<file path="config.mk">
export PLATFORM = sky130hd
export DESIGN_NAME = door_controller_with_quadrature_count
export DESIGN_NICKNAME = d
export VERILOG_FILES = /design/src/design/dcqc_pkg.sv /design/src/design/dcqc_quad.sv /design/src/design/dcqc_fsm.sv /design/src/design/door_controller_with_quadrature_count.sv
export VERILOG_INCLUDE_DIRS = /design/src /design/src/design
export SDC_FILE = /design/constraint.sdc
export NUM_CORES = 1
export LEC_CHECK = 0
export BUFFER_PORTS_ARGS = -buffer_cell sky130_fd_sc_hd__buf_4
export CORE_ASPECT_RATIO = 0.6
export CORE_MARGIN = 2
export CORE_UTILIZATION = 45
export DETAILED_ROUTE_END_ITERATION = 16
export GPL_ROUTABILITY_DRIVEN = 1
export SYNTH_ARGS = -nofsm -noshare
export SYNTH_HDL_FRONTEND = slang
export SYNTH_SLANG_ARGS = --single-unit
export TNS_END_PERCENT = 50
</file>
<file path="constraint.sdc">
create_clock -name i_clk -period 13.24 [get_ports i_clk]
set_input_delay 3.31 -clock i_clk [delete_from_list [all_inputs] [get_ports i_clk]]
set_output_delay 3.31 -clock i_clk [all_outputs]
set_load 0.01 [all_outputs]
</file>
<file path="src/design/door_controller_with_quadrature_count_macros.svh">
// Assertion macros for the door controller.
// Each takes a label, clock, active-low reset, antecedent and consequent.
`ifndef DOOR_CONTROLLER_WITH_QUADRATURE_COUNT_MACROS_SVH
`define DOOR_CONTROLLER_WITH_QUADRATURE_COUNT_MACROS_SVH

`ifndef SYNTHESIS

// Same-cycle implication
`define DCQC_ASSERT_NOW(label, clk, rst_n, ante, cons) \
    label: assert property (@(posedge clk) disable iff (!(rst_n)) (ante) |-> (cons)) \
        else $error("dcqc assertion failed");

// Next-cycle implication
`define DCQC_ASSERT_NEXT(label, clk, rst_n, ante, cons) \
    label: assert property (@(posedge clk) disable iff (!(rst_n)) (ante) |=> (cons)) \
        else $error("dcqc assertion failed");

`else

`define DCQC_ASSERT_NOW(label, clk, rst_n, ante, cons)
`define DCQC_ASSERT_NEXT(label, clk, rst_n, ante, cons)

`endif

`endif

</file>
<file path="src/design/dcqc_pkg.sv">
package dcqc_pkg;

    // Default width of the position counter
    localparam int POSITION_BITS_DEFAULT = 16;

    // Door modes
    localparam logic [2:0] MODE_INIT    = 3'd0;
    localparam logic [2:0] MODE_CLOSED  = 3'd1;
    localparam logic [2:0] MODE_OPENING = 3'd2;
    localparam logic [2:0] MODE_OPEN    = 3'd3;
    localparam logic [2:0] MODE_CLOSING = 3'd4;

    // Saved door state codes
    localparam logic [1:0] SAVED_CLOSED = 2'd1;
    localparam logic [1:0] SAVED_OPEN   = 2'd2;

    // Configuration register indexes
    localparam logic [1:0] CFG_UPPER_LIMIT = 2'd0;
    localparam logic [1:0] CFG_LOWER_LIMIT = 2'd1;
    localparam logic [1:0] CFG_RESTORED    = 2'd2;

    // Item kinds
    localparam logic ACTION_TICK    = 1'b0;
    localparam logic ACTION_ENCODER = 1'b1;

    typedef struct packed {
        logic action;
        logic chan_a;
        logic chan_b;
        logic button_pressed;
    } t_in_item;

    typedef struct packed {
        logic               relay_up;
        logic               relay_down;
        logic [2:0]         door_mode;
        logic signed [15:0] position_count;
        logic               encoder_fault;
        logic               reference_lost;
    } t_out_item;

    // Configuration seen by the mode controller
    typedef struct packed {
        logic signed [15:0] open_stop;
        logic signed [15:0] close_stop;
        logic [1:0]         restored;
    } t_door_cfg;

endpackage

</file>
<file path="src/design/dcqc_quad.sv">
`include "door_controller_with_quadrature_count_macros.svh"

module dcqc_quad
    import dcqc_pkg::*;
#(
    parameter int POSITION_BITS = POSITION_BITS_DEFAULT
) (
    input  logic                     i_clk,
    input  logic                     i_rst_n,
    input  logic                     i_en,
    input  logic                     i_chan_a,
    input  logic                     i_chan_b,
    output logic [POSITION_BITS-1:0] o_pos,
    output logic                     o_fault
);

    // Phase index along the forward cycle 00,01,11,10
    localparam logic [1:0] PHASE_RESET = 2'd2;
    localparam logic [1:0] STEP_FWD    = 2'd1;
    localparam logic [1:0] STEP_REV    = 2'd3;

    logic [POSITION_BITS-1:0] r_pos;
    logic [POSITION_BITS-1:0] n_pos;
    logic [1:0]               r_last;
    logic [1:0]               n_last;
    logic [1:0]               new_phase;
    logic [1:0]               delta;

    assign new_phase = {i_chan_a, i_chan_a ^ i_chan_b};
    assign delta     = new_phase - r_last;

    // Step the counter; a repeated or skipped phase keeps the count and flags a fault
    always_comb begin
        n_pos   = r_pos;
        n_last  = r_last;
        o_fault = 1'b0;
        if (i_en) begin
            n_last = new_phase;
            unique case (delta)
                STEP_FWD: n_pos = r_pos + 1'b1;
                STEP_REV: n_pos = r_pos - 1'b1;
                default:  o_fault = 1'b1;
            endcase
        end
    end

    assign o_pos = n_pos;

    always_ff @(posedge i_clk) begin
        if (!i_rst_n) begin
            r_pos  <= '0;
            r_last <= PHASE_RESET;
        end else begin
            r_pos  <= n_pos;
            r_last <= n_last;
        end
    end

    `DCQC_ASSERT_NEXT(a_fault_holds_count, i_clk, i_rst_n, i_en && o_fault, r_pos == $past(r_pos))
    `DCQC_ASSERT_NEXT(a_step_moves_count, i_clk, i_rst_n, i_en && !o_fault, r_pos != $past(r_pos))
    `DCQC_ASSERT_NEXT(a_idle_holds, i_clk, i_rst_n, !i_en, $stable(r_pos) && $stable(r_last))

endmodule

</file>
<file path="src/design/dcqc_fsm.sv">
`include "door_controller_with_quadrature_count_macros.svh"

module dcqc_fsm
    import dcqc_pkg::*;
#(
    parameter int POSITION_BITS = POSITION_BITS_DEFAULT
) (
    input  logic                            i_clk,
    input  logic                            i_rst_n,
    input  logic                            i_tick,
    input  logic                            i_btn,
    input  logic signed [POSITION_BITS-1:0] i_pos,
    input  t_door_cfg                       i_cfg,
    output logic [2:0]                      o_mode,
    output logic                            o_lost
);

    localparam int CMP_W = (POSITION_BITS > 16) ? POSITION_BITS : 16;

    logic [2:0]               r_cur;
    logic [2:0]               n_cur;
    logic [2:0]               r_pend;
    logic [2:0]               n_pend;
    logic                     r_lost;
    logic                     n_lost;
    logic signed [CMP_W-1:0]  pos_ext;
    logic signed [CMP_W-1:0]  upper_ext;
    logic signed [CMP_W-1:0]  lower_ext;

    // Sign-extend both sides to a common width
    assign pos_ext   = CMP_W'(i_pos);
    assign upper_ext = CMP_W'(signed'(i_cfg.open_stop));
    assign lower_ext = CMP_W'(signed'(i_cfg.close_stop));

    // A tick makes the pending mode current, then takes one step
    always_comb begin
        n_cur  = i_tick ? r_pend : r_cur;
        n_pend = r_pend;
        n_lost = r_lost;
        if (i_tick) begin
            unique case (n_cur)
                MODE_INIT: begin
                    if (i_cfg.restored == SAVED_CLOSED) begin
                        n_pend = MODE_CLOSED;
                    end else if (i_cfg.restored == SAVED_OPEN) begin
                        n_pend = MODE_OPEN;
                    end else begin
                        n_lost = 1'b1;
                    end
                end
                MODE_CLOSED: begin
                    if (i_btn) n_pend = MODE_OPENING;
                end
                MODE_OPENING: begin
                    if (pos_ext >= upper_ext) n_pend = MODE_OPEN;
                end
                MODE_OPEN: begin
                    if (i_btn) n_pend = MODE_CLOSING;
                end
                MODE_CLOSING: begin
                    if (pos_ext <= lower_ext) n_pend = MODE_CLOSED;
                end
                default: begin
                end
            endcase
        end
    end

    assign o_mode = n_cur;
    assign o_lost = n_lost;

    always_ff @(posedge i_clk) begin
        if (!i_rst_n) begin
            r_cur  <= MODE_INIT;
            r_pend <= MODE_INIT;
            r_lost <= 1'b0;
        end else begin
            r_cur  <= n_cur;
            r_pend <= n_pend;
            r_lost <= n_lost;
        end
    end

    `DCQC_ASSERT_NEXT(a_lost_sticky, i_clk, i_rst_n, r_lost, r_lost)
    `DCQC_ASSERT_NEXT(a_no_tick_holds, i_clk, i_rst_n, !i_tick, $stable(r_cur) && $stable(r_pend))
    `DCQC_ASSERT_NEXT(a_tick_takes_pending, i_clk, i_rst_n, i_tick, r_cur == $past(r_pend))

endmodule

</file>
<file path="src/design/door_controller_with_quadrature_count.sv">
// An accepted item sits in the input register; its result is written to the
// result register when that register is empty or being read, raising o_out_valid.
// Throughput: one item per cycle; a held-off result stalls the input.
// Reset (synchronous, active low) clears both registers' valid bits, the mode
// state, the lost flag, the position (zero), the phase (11) and the config.
`include "door_controller_with_quadrature_count_macros.svh"

module door_controller_with_quadrature_count
    import dcqc_pkg::*;
#(
    parameter int POSITION_BITS = POSITION_BITS_DEFAULT
) (
    input  logic        i_clk,
    input  logic        i_rst_n,
    input  logic        i_in_valid,
    output logic        o_in_ready,
    input  t_in_item    i_in_item,
    output logic        o_out_valid,
    input  logic        i_out_ready,
    output t_out_item   o_out_item,
    input  logic        i_cfg_valid,
    output logic        o_cfg_ready,
    input  logic [1:0]  i_cfg_index,
    input  logic [15:0] i_cfg_data
);

    logic                     r_in_valid;
    t_in_item                 r_in;
    logic                     r_out_valid;
    t_out_item                r_out;
    t_door_cfg                r_cfg;
    logic                     advance;
    logic                     is_encoder;
    logic                     is_tick;
    logic [POSITION_BITS-1:0] pos_next;
    logic                     fault;
    logic [2:0]               mode_next;
    logic                     lost_next;

    // Configuration writes are always taken
    assign o_cfg_ready = 1'b1;

    always_ff @(posedge i_clk) begin
        if (!i_rst_n) begin
            r_cfg <= '0;
        end else if (i_cfg_valid) begin
            unique case (i_cfg_index)
                CFG_UPPER_LIMIT: r_cfg.open_stop  <= signed'(i_cfg_data);
                CFG_LOWER_LIMIT: r_cfg.close_stop <= signed'(i_cfg_data);
                CFG_RESTORED:    r_cfg.restored   <= i_cfg_data[1:0];
                default: begin
                end
            endcase
        end
    end

    // Pipeline control
    assign advance    = r_in_valid && (!r_out_valid || i_out_ready);
    assign o_in_ready = !r_in_valid || advance;
    assign is_encoder = advance && (r_in.action == ACTION_ENCODER);
    assign is_tick    = advance && (r_in.action == ACTION_TICK);

    // Input register
    always_ff @(posedge i_clk) begin
        if (!i_rst_n) begin
            r_in_valid <= 1'b0;
        end else if (o_in_ready) begin
            r_in_valid <= i_in_valid;
        end
    end

    always_ff @(posedge i_clk) begin
        if (i_in_valid && o_in_ready) begin
            r_in <= i_in_item;
        end
    end

    dcqc_quad #(
        .POSITION_BITS(POSITION_BITS)
    ) u_quad (
        .i_clk    (i_clk),
        .i_rst_n  (i_rst_n),
        .i_en     (is_encoder),
        .i_chan_a (r_in.chan_a),
        .i_chan_b (r_in.chan_b),
        .o_pos    (pos_next),
        .o_fault  (fault)
    );

    dcqc_fsm #(
        .POSITION_BITS(POSITION_BITS)
    ) u_fsm (
        .i_clk   (i_clk),
        .i_rst_n (i_rst_n),
        .i_tick  (is_tick),
        .i_btn   (r_in.button_pressed),
        .i_pos   (signed'(pos_next)),
        .i_cfg   (r_cfg),
        .o_mode  (mode_next),
        .o_lost  (lost_next)
    );

    // Result register
    always_ff @(posedge i_clk) begin
        if (!i_rst_n) begin
            r_out_valid <= 1'b0;
        end else if (advance) begin
            r_out_valid <= 1'b1;
        end else if (i_out_ready) begin
            r_out_valid <= 1'b0;
        end
    end

    always_ff @(posedge i_clk) begin
        if (advance) begin
            r_out.relay_up       <= (mode_next == MODE_OPENING);
            r_out.relay_down     <= (mode_next == MODE_CLOSING);
            r_out.door_mode      <= mode_next;
            r_out.position_count <= signed'(16'(pos_next));
            r_out.encoder_fault  <= fault;
            r_out.reference_lost <= lost_next;
        end
    end

    assign o_out_valid = r_out_valid;
    assign o_out_item  = r_out;

    `DCQC_ASSERT_NOW(a_relays_exclusive, i_clk, i_rst_n, o_out_valid, !(r_out.relay_up && r_out.relay_down))
    `DCQC_ASSERT_NOW(a_tick_no_fault, i_clk, i_rst_n, is_tick, !fault)
    `DCQC_ASSERT_NEXT(a_advance_fills_out, i_clk, i_rst_n, advance, r_out_valid)

endmodule

</file>
; ---- Yosys cells after proc, flatten, opt, wreduce, memory -nomap -nowiden
; Index checks and enable logic that the tools add are counted.
[word_totals]
output_inout_bits = 26
elab_cells = 76
ff_bits = 88
[op_classes]
addsub = 3
bitwise_logic = 2
n_lt_le_gt_ge = 2
eq_ne = 15
n_mux = 17
n_reduce_logical = 17
[op_table]
columns = operator, n
row1 = $pmux W16 S2, 1
row2 = $mux W3, 7
row3 = $add A16 B1 Y16 const B, 1
row4 = $ge A16 B16 Y1, 1
row5 = $le A16 B16 Y1, 1
row6 = $mux W16, 1
row7 = $sub A16 B1 Y16 const B, 1
row8 = $pmux W3 S5, 1
row9 = $mux W1, 7
row10 = $reduce_and A7 Y1, 1
row11 = $eq A2 B1 Y1 const B, 3
row12 = $eq A2 B2 Y1 const B, 3
row13 = $eq A3 B2 Y1 const B, 2
row14 = $reduce_and A2 Y1, 3
row15 = $reduce_bool A5 Y1, 1
row16 = $logic_and A1 B1 Y1, 4
row17 = $ne A2 B1 Y1 const B, 2
row18 = $ne A2 B2 Y1 const B, 2
row19 = $eq A3 B1 Y1 const B, 1
row20 = $eq A3 B3 Y1 const B, 1
row21 = $logic_not A3 Y1, 1
row22 = $ne A3 B1 Y1 const B, 1
row23 = $logic_not A1 Y1, 2
row24 = $logic_not A2 Y1, 1
row25 = other kinds (6), 7

; ---- Longest topological paths before layout
; Gate-level depths: netlist of run 1.
[depth]
word_depth = 8
ltp_mapped = 21
mapped_depth_nobuf = 20

; ---- Cells and area by module
; From an unflattened synthesis of run 1, not the netlist that was laid out.
[hier_totals]
cells_unflattened = 498
hier_area_um2 = 4792.1
[by_module_without_submodules]
columns = module, cells_per_inst, area_each_um2, seq_area_each_um2, n_inst
row1 = door_controller_with_quadrature_count, 175, 2240.9, 1531.5, 1
row2 = dcqc_quad, 157, 1278.7, 360.3, 1
row3 = dcqc_fsm, 166, 1272.5, 140.1, 1

; ---- Least setup slack after synthesis of run 1
; OpenSTA, ideal clock, no wires.
[synth_timing]
path_kind = in2out
start = in i_out_ready
end = out o_in_ready
setup_slack_ns = 6.190
arrival_ns = 3.740
n_path_buf = 1
path_stages = 3
cell_sequence = nor2b_1 > clkbuf_1 > nand2_1
[synth_between]
elab_chain_cells = 3
[synth_lines]
columns = element, line
row1 = "start, declared", door_controller_with_quadrature_count.sv:19  ; input logic i_out_ready,
row2 = $logic_or A1 B1 Y1, door_controller_with_quadrature_count.sv:58  ; assign advance = r_in_valid && (!r_out_valid || i_out_ready);
row3 = $logic_and A1 B1 Y1, door_controller_with_quadrature_count.sv:58
row4 = $logic_or A1 B1 Y1, door_controller_with_quadrature_count.sv:59  ; assign o_in_ready = !r_in_valid || advance;
row5 = "end, declared", door_controller_with_quadrature_count.sv:16  ; output logic o_in_ready,
; Every way passes these cells.

; ---- Worst setup path in the final report of run 1
; Same ends and word-level chain as after synthesis.

==> results.ini, run 1 <==
[outcome]
status = finished clean

[worst_setup_path]
cp.arrival_ns = 4.12
r2r_cells = 19
r2r_setup_slack_ns = 7.94
startpoint = i_out_ready
rr_endpoint = u_fsm.r_pend[2]
endpoint_kind = output pin
r2r-start = r_in[2]
path_class = input pin to output pin
worstPathRequired_ns = 9.93
crit_end = o_in_ready
startpoint_type = input pin
cp_max_fo = 7

[clocking]
cts.sinks = 88
ctsHoldBuffers = 0
cts_made_buffers = 9
cts_tree = yes
cts_root_buffer = clkbuf_16
cts.htree.levels = 3
postCtsResizedCells = 0
clk_latency_ns = 0.34
clockBufferDepth = 2
cts.clk_slew.worst_paths_ns = 0.06
post_cts_buffers = 0

[yosys]
ys_types = 62
syn_inst = 518
syn_area_per_cell_um2 = 8.83
ys_warn_count = 0
synth_top_area_frac = 0.267
synth_edf_count = 27
ys_top_cells_by_count = nand2_1, dfxtp_1, a21oi_1, inv_1, ha_1
ys_seq_area_frac = 0.444
synth_seq_cells = 88
syn_area_um2 = 4570
synth_top_cell_by_area = dfxtp_1
async_reset_ff_frac = 0
ys_top_cells_by_area = dfxtp_1, edfxtp_1, ha_1
synthMostInstantiatedCell = nand2_1
synthFlopType = dfxtp_1
synthesis.nets = 579

[grt]
grt_pass1_wl_mm = 17.6
grt_pass1_vias = 3416
grt_max_degree = 37
top_usage_layer = met1
antenna_found_initial = 0
use_met2 = 0.297
gr-total-overflow = 0
grtUsageMet1 = 0.318
grt_use_total = 0.211
met3_usage = 0.0414

[placed_design]
dpl-instance-area_um2 = 5060
placedCellCount = 684
io_buffers = 51
place_hpwl_mm = 8.26
post-place-ws_ns = 5.82
routabilityCongestion = 0.897

[die]
die_h_um = 82.1
die_width_um = 134
row_count = 28
die_area_um2 = 11000
start_util = 0.463
io-pin-count = 53
coreArea_um2 = 9880

[drt]
drtPass1Iterations = 5
vias = 3754
drc_errors = 0
wl_mm = 11.1
avgViaCountPerCell = 5.36
wire_per_inst_um = 15.8
ant_nets = 0
drtIter0Drc = 371

[timing]
slew_headroom = 0.539
rsz0062_at_grt = no
fmax_ghz = 0.135
hold_viol = 0
post-route-period-util = 0.561
fin_ws_ns = 5.81
drv_slew = 0
setup_viol = 0
min_period_ns = 7.43
fin_setup_tns_ns = 0
fin_skew_ns = 0.00679
tightest_slew_ns = 0.690

[cells_and_area]
multi_input_area_um2 = 2290
nFillCells = 938
design_area_um2 = 5350
n_antenna_cell = 0
regArea_um2 = 2030
drive_gt1_frac = 0.143
area_growth_pct = 17.0
final_cells = 700
num-nets-final = 621

[power_and_ir_drop]
leakage_nw = 2.13
powerDensity_nw_per_um2 = 118
ir_drop_v = 0.0000768

[hold_path]
hold_class = flop to flop

[job]
maxCapViolCount = 0

[where the power goes]
| part | total [mW] | switching, mW | leakage (nW) | internal (mW) |
|---|---|---|---|---|
| clock | 0.243 | 0.0996 | 0.138 | 0.144 |
| sequential | 0.295 | 0.00662 | 0.757 | 0.288 |
| combinational | 0.0910 | 0.0528 | 1.24 | 0.0381 |
| total | 0.629 | 0.159 | 2.13 | 0.470 |
[cells in the final DEF (no fill, tap or decap), drive strengths merged, types with 2 or more instances in the layout]
cell,n
a211oi,3
a21o,2
a21oi,50
a311oi,2
a31oi,4
and2,19
and3,3
buf,55
clkbuf,14
dfxtp,61
edfxtp,27
ha,34
inv,43
mux2i,6
nand2,90
nand2b,3
nand3,13
nand3b,2
nand4,11
nand4b,2
nor2,25
nor2b,5
nor3,8
nor4,10
nor4b,2
o211ai,3
o21a,2
o21ai,14
o31ai,3
or2,3
or3,4
or4,2
xnor2,9
xor2,9
[per-layer routing]
metal  share of wire  vias up
li1                -     1878
met1            0.54     1743
met2            0.39      119
met3           0.051       14
met4           0.013        0
met5               0        -
[sequential cells by signal, indices dropped and copies added, names as in the netlist]
name,cells
u_quad.r_last,2
o_out_item,23
u_quad.r_pos,16
r_cfg,34
r_in_valid,1
r_in,4
u_fsm.r_pend,3
o_out_valid,1
u_fsm.r_cur,3
u_fsm.r_lost,1
[how the worst min path moves through the flow]
stage / start / end / slack, ns / cells after the start
after floorplan: r_cfg[10] / r_cfg[10] / 0.44 / 2
after detailed placement: r_cfg[20] / r_cfg[20] / 0.45 / 2
after CTS: r_cfg[20] / r_cfg[20] / 0.46 / 2
final: r_cfg[28] / r_cfg[28] / 0.45 / 2
after global routing: r_cfg[29] / r_cfg[29] / 0.47 / 2
after global placement: r_cfg[15] / r_cfg[15] / 0.44 / 2
[logic make-up after synthesis]
kind of cell / Yosys count / synth area share
DFF: 88 / 0.444
muxes: 7 / 0.0156
other: 1 / 0.000820
and+or+nand+nor: 207 / 0.226
AOI/OAI and AO/OA: 95 / 0.123
buffers and inverters: 67 / 0.0561
adders and majority gates: 34 / 0.0930
xor gates and xnor gates: 19 / 0.0411
[critical path, stage by stage]
cell and delay [ns]:
buf_4 0.11, nor2b_1 0.40, nand2_1 0.13, buf_4 0.16
[per-stage QoR]
stage	hold WS, ns	total power, mW	util
global placement	0.444	0.388	0.512
CTS	0.456	0.634	0.541
detailed placement	0.447	0.390	0.512
floorplan	0.436	0.359	-
finish	0.453	0.629	0.541
global route	0.475	0.654	0.541
[cell type report]
cell class | count | share of cell area
well taps | 135 | 0.0316
multi-input cells | 363 | 0.427
clock buffers | 14 | 0.0515
repair buffers | 55 | 0.0772
clock inverters | 2 | 0.00234
flip-flops and latches | 88 | 0.380
inverters | 43 | 0.0302
Note: power is estimated with default switching activity, not from simulation.
==> run 2: changes to the inputs <==
==> constraint.sdc (replaced) <==
create_clock -name i_clk -period 7.7 [get_ports i_clk]
set_input_delay 1.925 -clock i_clk [delete_from_list [all_inputs] [get_ports i_clk]]
set_output_delay 1.925 -clock i_clk [all_outputs]
set_load 0.01 [all_outputs]
==> results.ini, run 2 (synthesized netlist as in run 1, its figures left out) <==
[worst_setup_path]
cp.arrival_ns = 5.83  ; +1.71 ns
path_class = input pin to flop
crit_chain = buf_4, nor2b_1, nor4b_2, nand2_1, nor4b_1, mux2i_1, xnor2_1, ha_1, nand3_1, or3_1, a211o_1, o211ai_1, mux2i_1, a31oi_1, o221a_2
startpoint_type = input pin
cp_slowest_stage_delay_ns = 0.87  ; +0.47 ns
endpoint_kind = flop
worstPathRequired_ns = 7.93  ; -2.00 ns
slowest_stage = nor4b_2
cp_max_fo = 10  ; +3
cp_common_cell = mux2i_1

[drt]
drtPass1Iterations = 4  ; -1
vias = 3761  ; +0.19%
drc_errors = 0  ; unchanged
ant_nets = 0  ; unchanged
avgViaCountPerCell = 5.38  ; +0.33%
wire_per_inst_um = 16.2  ; +2.6%
drtIter0Drc = 217  ; -42%
wl_mm = 11.4  ; +2.5%

[power_and_ir_drop]
powerDensity_nw_per_um2 = 202  ; +71%
leakage_nw = 2.12  ; -0.51%
ir_drop_v = 0.000125  ; +63%

[die]
io-pin-count = 53  ; unchanged
die_width_um = 134  ; unchanged
start_util = 0.463  ; unchanged
row_count = 28  ; unchanged
coreArea_um2 = 9880  ; unchanged
die_area_um2 = 11000  ; unchanged
die_h_um = 82.1  ; unchanged

[clocking]
ctsHoldBuffers = 0  ; unchanged
cts_made_buffers = 9  ; unchanged
cts_tree = yes
post_cts_buffers = 0  ; unchanged
cts_root_buffer = clkbuf_16
clk_latency_ns = 0.33  ; about the same
cts.clk_slew.worst_paths_ns = 0.06  ; about the same
cts.htree.levels = 3  ; unchanged
cts.sinks = 88  ; unchanged
postCtsResizedCells = 0  ; unchanged
clockBufferDepth = 2  ; unchanged

[timing]
fin_setup_tns_ns = 0  ; unchanged
fmax_ghz = 0.179
setup_viol = 0  ; unchanged
min_period_ns = 5.60
tightest_slew_ns = 1.04  ; +0.350 ns
drv_slew = 0  ; unchanged
fin_skew_ns = 0.00676  ; -0.0000314 ns
slew_headroom = 0.305  ; -0.235
post-route-period-util = 0.727
hold_viol = 0  ; unchanged
rsz0062_at_grt = no

[cells_and_area]
final_common_cell = nand2_1
nFillCells = 938  ; unchanged
num-nets-final = 620  ; -0.16%
drive_gt1_frac = 0.140  ; -0.00329
area_growth_pct = 16.6
largest_register = r_cfg
design_area_um2 = 5330  ; -0.30%
n_antenna_cell = 0  ; unchanged
largest_reg_flops = 34  ; unchanged
final_cell_mix = nand2_1, dfxtp_1, buf_4

[grt]
gr-total-overflow = 0  ; unchanged
grt_pass1_vias = 3415  ; -0.029%
antenna_found_initial = 0  ; unchanged
grt_use_total = 0.218  ; +0.00732
grt_max_degree = 42  ; +14%
grt_pass1_wl_mm = 18.3  ; +4.0%

[hold_path]
hold_class = flop to flop

[placed_design]
io_buffers = 51  ; unchanged
place_hpwl_mm = 8.64  ; +4.7%
routabilityCongestion = 0.919  ; +2.4%
dpl-instance-area_um2 = 5050  ; -0.15%

[outcome]
status = finished clean

[job]
maxCapViolCount = 0  ; unchanged

run 2: cell count changes in the layout (fill, tap and decap cells not counted), sizes merged:
cell    change
buf         -1
inv         +1
clkinv      -1
run 2: through the flow:
step	std cells	hold slack [ns]	utilization	power, mW	worst slack (ns)
global placement	683	0.444	0.512	0.669	2.00
floorplan	518	0.436	-	0.618	2.54
detailed placement	683	0.449	0.512	0.671	1.82
finish	699	0.457	0.540	1.08	2.10
global route	699	0.473	0.540	1.12	1.84
CTS	699	0.458	0.540	1.08	2.14
run 2: worst paths after layout:
| path | cells past startpoint | end | from | slack [ns] |
|---|---|---|---|---|
| setup / recovery | 15 | u_fsm.r_pend[1] | i_out_ready | 2.10 |
| hold / removal | 2 | r_cfg[17] | r_cfg[17] | 0.46 |
| setup reg to reg | 19 | u_fsm.r_pend[1] | r_in[2] | 2.45 |
| hold reg to reg | 2 | r_cfg[17] | r_cfg[17] | 0.46 |
run 2: cell type report:
cell class	count	area [um^2]	area share
Tap cell	135	169	0.0317
Timing Repair Buffer	54	405	0.0760
Inverter	43	161	0.0303
Multi-Input combinational cell	363	2290	0.429
Clock inverter	2	13.8	0.00258
Sequential cell	88	2030	0.381
Clock buffer	14	265	0.0497
run 2: worst max-delay path, delay by kind of cell:
| kind | cells | cell delay (ns) |
|---|---|---|
| AO/OA/AOI/OAI | 4 | 0.84 |
| XOR/XNOR | 1 | 0.42 |
| adder cells (fa/ha/maj) | 1 | 0.22 |
| buffers and inverters | 1 | 0.08 |
| multiplexers | 2 | 0.34 |
| AND/OR/NAND/NOR | 6 | 1.98 |
run 2: power breakdown:
part	switching [mW]	leakage, nW	internal [mW]	total (mW)
combinational	0.0896	1.23	0.0653	0.155
sequential	0.0118	0.757	0.495	0.507
clock	0.174	0.133	0.239	0.413
run 2: metal layers:
| layer | up-vias | GRT usage | wire, um |
|---|---|---|---|
| li1 | 1870 | - | - |
| met4 | 0 | 0.0611 | 150 |
| met2 | 99 | 0.306 | 4480 |
| met5 | - | 0 | 0 |
| met1 | 1778 | 0.330 | 6090 |
| met3 | 14 | 0.0543 | 632 |
==> run 3: changes to the inputs <==
==> constraint.sdc (replaced) <==
create_clock -name i_clk -period 5.5 [get_ports i_clk]
set_input_delay 1.375 -clock i_clk [delete_from_list [all_inputs] [get_ports i_clk]]
set_output_delay 1.375 -clock i_clk [all_outputs]
set_load 0.01 [all_outputs]
==> results.ini, run 3 (synthesized netlist as in run 1, its figures left out) <==
[cells_and_area]
drive_gt1_frac = 0.150  ; +0.00958
final_common_cell = nand2_1
final_cell_mix = nand2_1, dfxtp_1, buf_4
final_cells = 703  ; +0.57%
area_growth_pct = 17.6
largest_reg_flops = 34  ; unchanged
largest_register = r_cfg
final_core_util = 0.544  ; +0.00456
num-nets-final = 624  ; +0.65%
nFillCells = 931  ; -0.75%
n_antenna_cell = 0  ; unchanged

[power_and_ir_drop]
swShare = 0.261  ; +0.00470
pwr-share-clk = 0.391  ; +0.007
p_seq_frac = 0.463  ; -0.009
ir_drop_v = 0.000153  ; +23%
pwr-share-comb = 0.146  ; +0.002
power_switching_uw = 400  ; +45%
powerDensity_nw_per_um2 = 285  ; +41%
leakage_nw = 2.15  ; +1.4%
intPower_mw = 1.13  ; +42%
p_total_mw = 1.53  ; +43%

[worst_setup_path]
startpoint_type = flop
slowest_stage = xor2_1
worstPathRequired_ns = 5.73  ; -2.20 ns
rr_endpoint = u_fsm.r_pend[1]
endpoint_kind = flop
r2r-start = r_in[2]
cp.arrival_ns = 5.36  ; -0.47 ns
cp_common_cell = ha_1
crit_chain = xnor2_1, ha_1, xnor3_1, or2_4, xnor2_1, ha_1, or4_1, nor3_1, a21oi_1, nor2_1, xor2_1, ha_1, nand2_1, o21ai_0, a221oi_1, o211ai_1, mux2i_1, a31oi_1, o221a_2
cp_slowest_stage_delay_ns = 0.52  ; -0.35 ns
path_class = flop to flop
cp_max_fo = 14  ; +4
critical_path_buf_inv_count = 0  ; -1
r2r_setup_slack_ns = 0.37  ; -2.08 ns
r2r_cells = 19  ; unchanged
cp_top_family = simple AND/OR/NAND/NOR gates

[grt]
gr-total-overflow = 0  ; unchanged
grt_use_total = 0.223  ; +0.00438
grt_pass1_wl_mm = 18.4  ; +0.53%
antenna_found_initial = 0  ; unchanged
grt_pass1_vias = 3475  ; +1.8%
grt_max_degree = 37  ; -12%

[timing]
fin_skew_ns = 0.00924  ; +0.00248 ns
min_period_ns = 5.13
setup_viol = 0  ; unchanged
post-route-period-util = 0.932
fmax_ghz = 0.195
slew_headroom = 0.506  ; +0.201
fin_setup_tns_ns = 0  ; unchanged
tightest_slew_ns = 0.739  ; -0.301 ns
drv_slew = 0  ; unchanged
rsz0062_at_grt = no
hold_viol = 0  ; unchanged

[drt]
wire_per_inst_um = 16.4  ; +0.89%
vias = 3859  ; +2.6%
drc_errors = 0  ; unchanged
drtPass1Iterations = 5  ; +1
avgViaCountPerCell = 5.49  ; +2.0%
ant_nets = 0  ; unchanged
wl_mm = 11.5  ; +1.5%
drtIter0Drc = 358  ; +65%

[placed_design]
place_hpwl_mm = 8.58  ; -0.70%
routabilityCongestion = 0.938  ; +2.0%
io_buffers = 51  ; unchanged
placedCellCount = 687  ; +0.59%

[clocking]
cts_made_buffers = 9  ; unchanged
cts.htree.levels = 3  ; unchanged
cts_root_buffer = clkbuf_16
postCtsResizedCells = 0  ; unchanged
clockBufferDepth = 2  ; unchanged
cts.clk_slew.worst_paths_ns = 0.06  ; about the same
ctsHoldBuffers = 0  ; unchanged
post_cts_buffers = 0  ; unchanged
clk_latency_ns = 0.35  ; +0.02 ns
cts.sinks = 88  ; unchanged
cts_tree = yes

[hold_path]
min_from = r_cfg[28]
hold_class = flop to flop
min_delay_worst_endpoint = r_cfg[28]
min_path_cells = 2  ; unchanged

[die]
die_h_um = 82.1  ; unchanged
row_count = 28  ; unchanged
die_width_um = 134  ; unchanged
io-pin-count = 53  ; unchanged
coreArea_um2 = 9880  ; unchanged
die_area_um2 = 11000  ; unchanged
start_util = 0.463  ; unchanged

[outcome]
status = finished clean

[job]
maxCapViolCount = 0  ; unchanged

## run 3: cell types whose count changed in the layout (fill, tap and decap cells not counted), sizes merged
cell    previous run  this run
buf               54        58
clkbuf            14        12
clkinv             0         2
## run 3: power groups by stage
stage / logic [mW] / registers, mW / clock network [mW]
2_1_floorplan: 0.143 / 0.722 / 0
3_3_place_gp: 0.219 / 0.723 / 0
3_5_place_dp: 0.221 / 0.723 / 0
4_1_cts: 0.222 / 0.709 / 0.613
5_1_grt: 0.249 / 0.712 / 0.642
6_report: 0.224 / 0.709 / 0.600
## run 3: worst max path at each step
stage / endpoint / cells past startpoint / start / slack, ns
2_1_floorplan: u_fsm.r_pend[1] / 21 / r_in[2] / 0.77
3_3_place_gp: u_fsm.r_pend[1] / 19 / r_in[2] / 0.45
6_report: u_fsm.r_pend[1] / 19 / r_in[2] / 0.37
5_1_grt: u_fsm.r_pend[1] / 19 / r_in[2] / 0.0009
3_5_place_dp: u_fsm.r_pend[1] / 19 / r_in[2] / 0.44
4_1_cts: u_fsm.r_pend[1] / 19 / r_in[2] / 0.40
## run 3: per-layer routing
metal	wire [um]	vias up	track usage	part of all wire
met3	747	12	0.0519	0.065
met5	0	-	0	0
li1	-	1884	-	-
met4	148	0	0.0737	0.013
met1	5990	1810	0.337	0.52
met2	4640	153	0.308	0.40
## run 3: cell type report
cell class | instances | area (um^2) | area share
Sequential cell | 88 | 2030 | 0.378
Clock buffer | 12 | 268 | 0.0498
Timing Repair Buffer | 58 | 435 | 0.0810
Multi-Input combinational cell | 363 | 2290 | 0.425
Clock inverter | 4 | 26.3 | 0.00489
Inverter | 43 | 161 | 0.0300
Tap cell | 135 | 169 | 0.0314
## run 3: through the flow
step / setup slack, ns / area [um^2] / hold WS, ns
2_1_floorplan: 0.772 / 4570 / 0.436
3_3_place_gp: 0.445 / 5080 / 0.444
3_5_place_dp: 0.441 / 5080 / 0.447
4_1_cts: 0.400 / 5380 / 0.456
5_1_grt: 0.000946 / 5380 / 0.470
6_report: 0.373 / 5380 / 0.456
## run 3: tightest hold or removal path, delay by kind of cell (launching register included)
| family | cells | cell delay (ns) |
|---|---|---|
| flops | 1 | 0.31 |
| simple gates | 1 | 0.05 |
| compound gates | 1 | 0.05 |
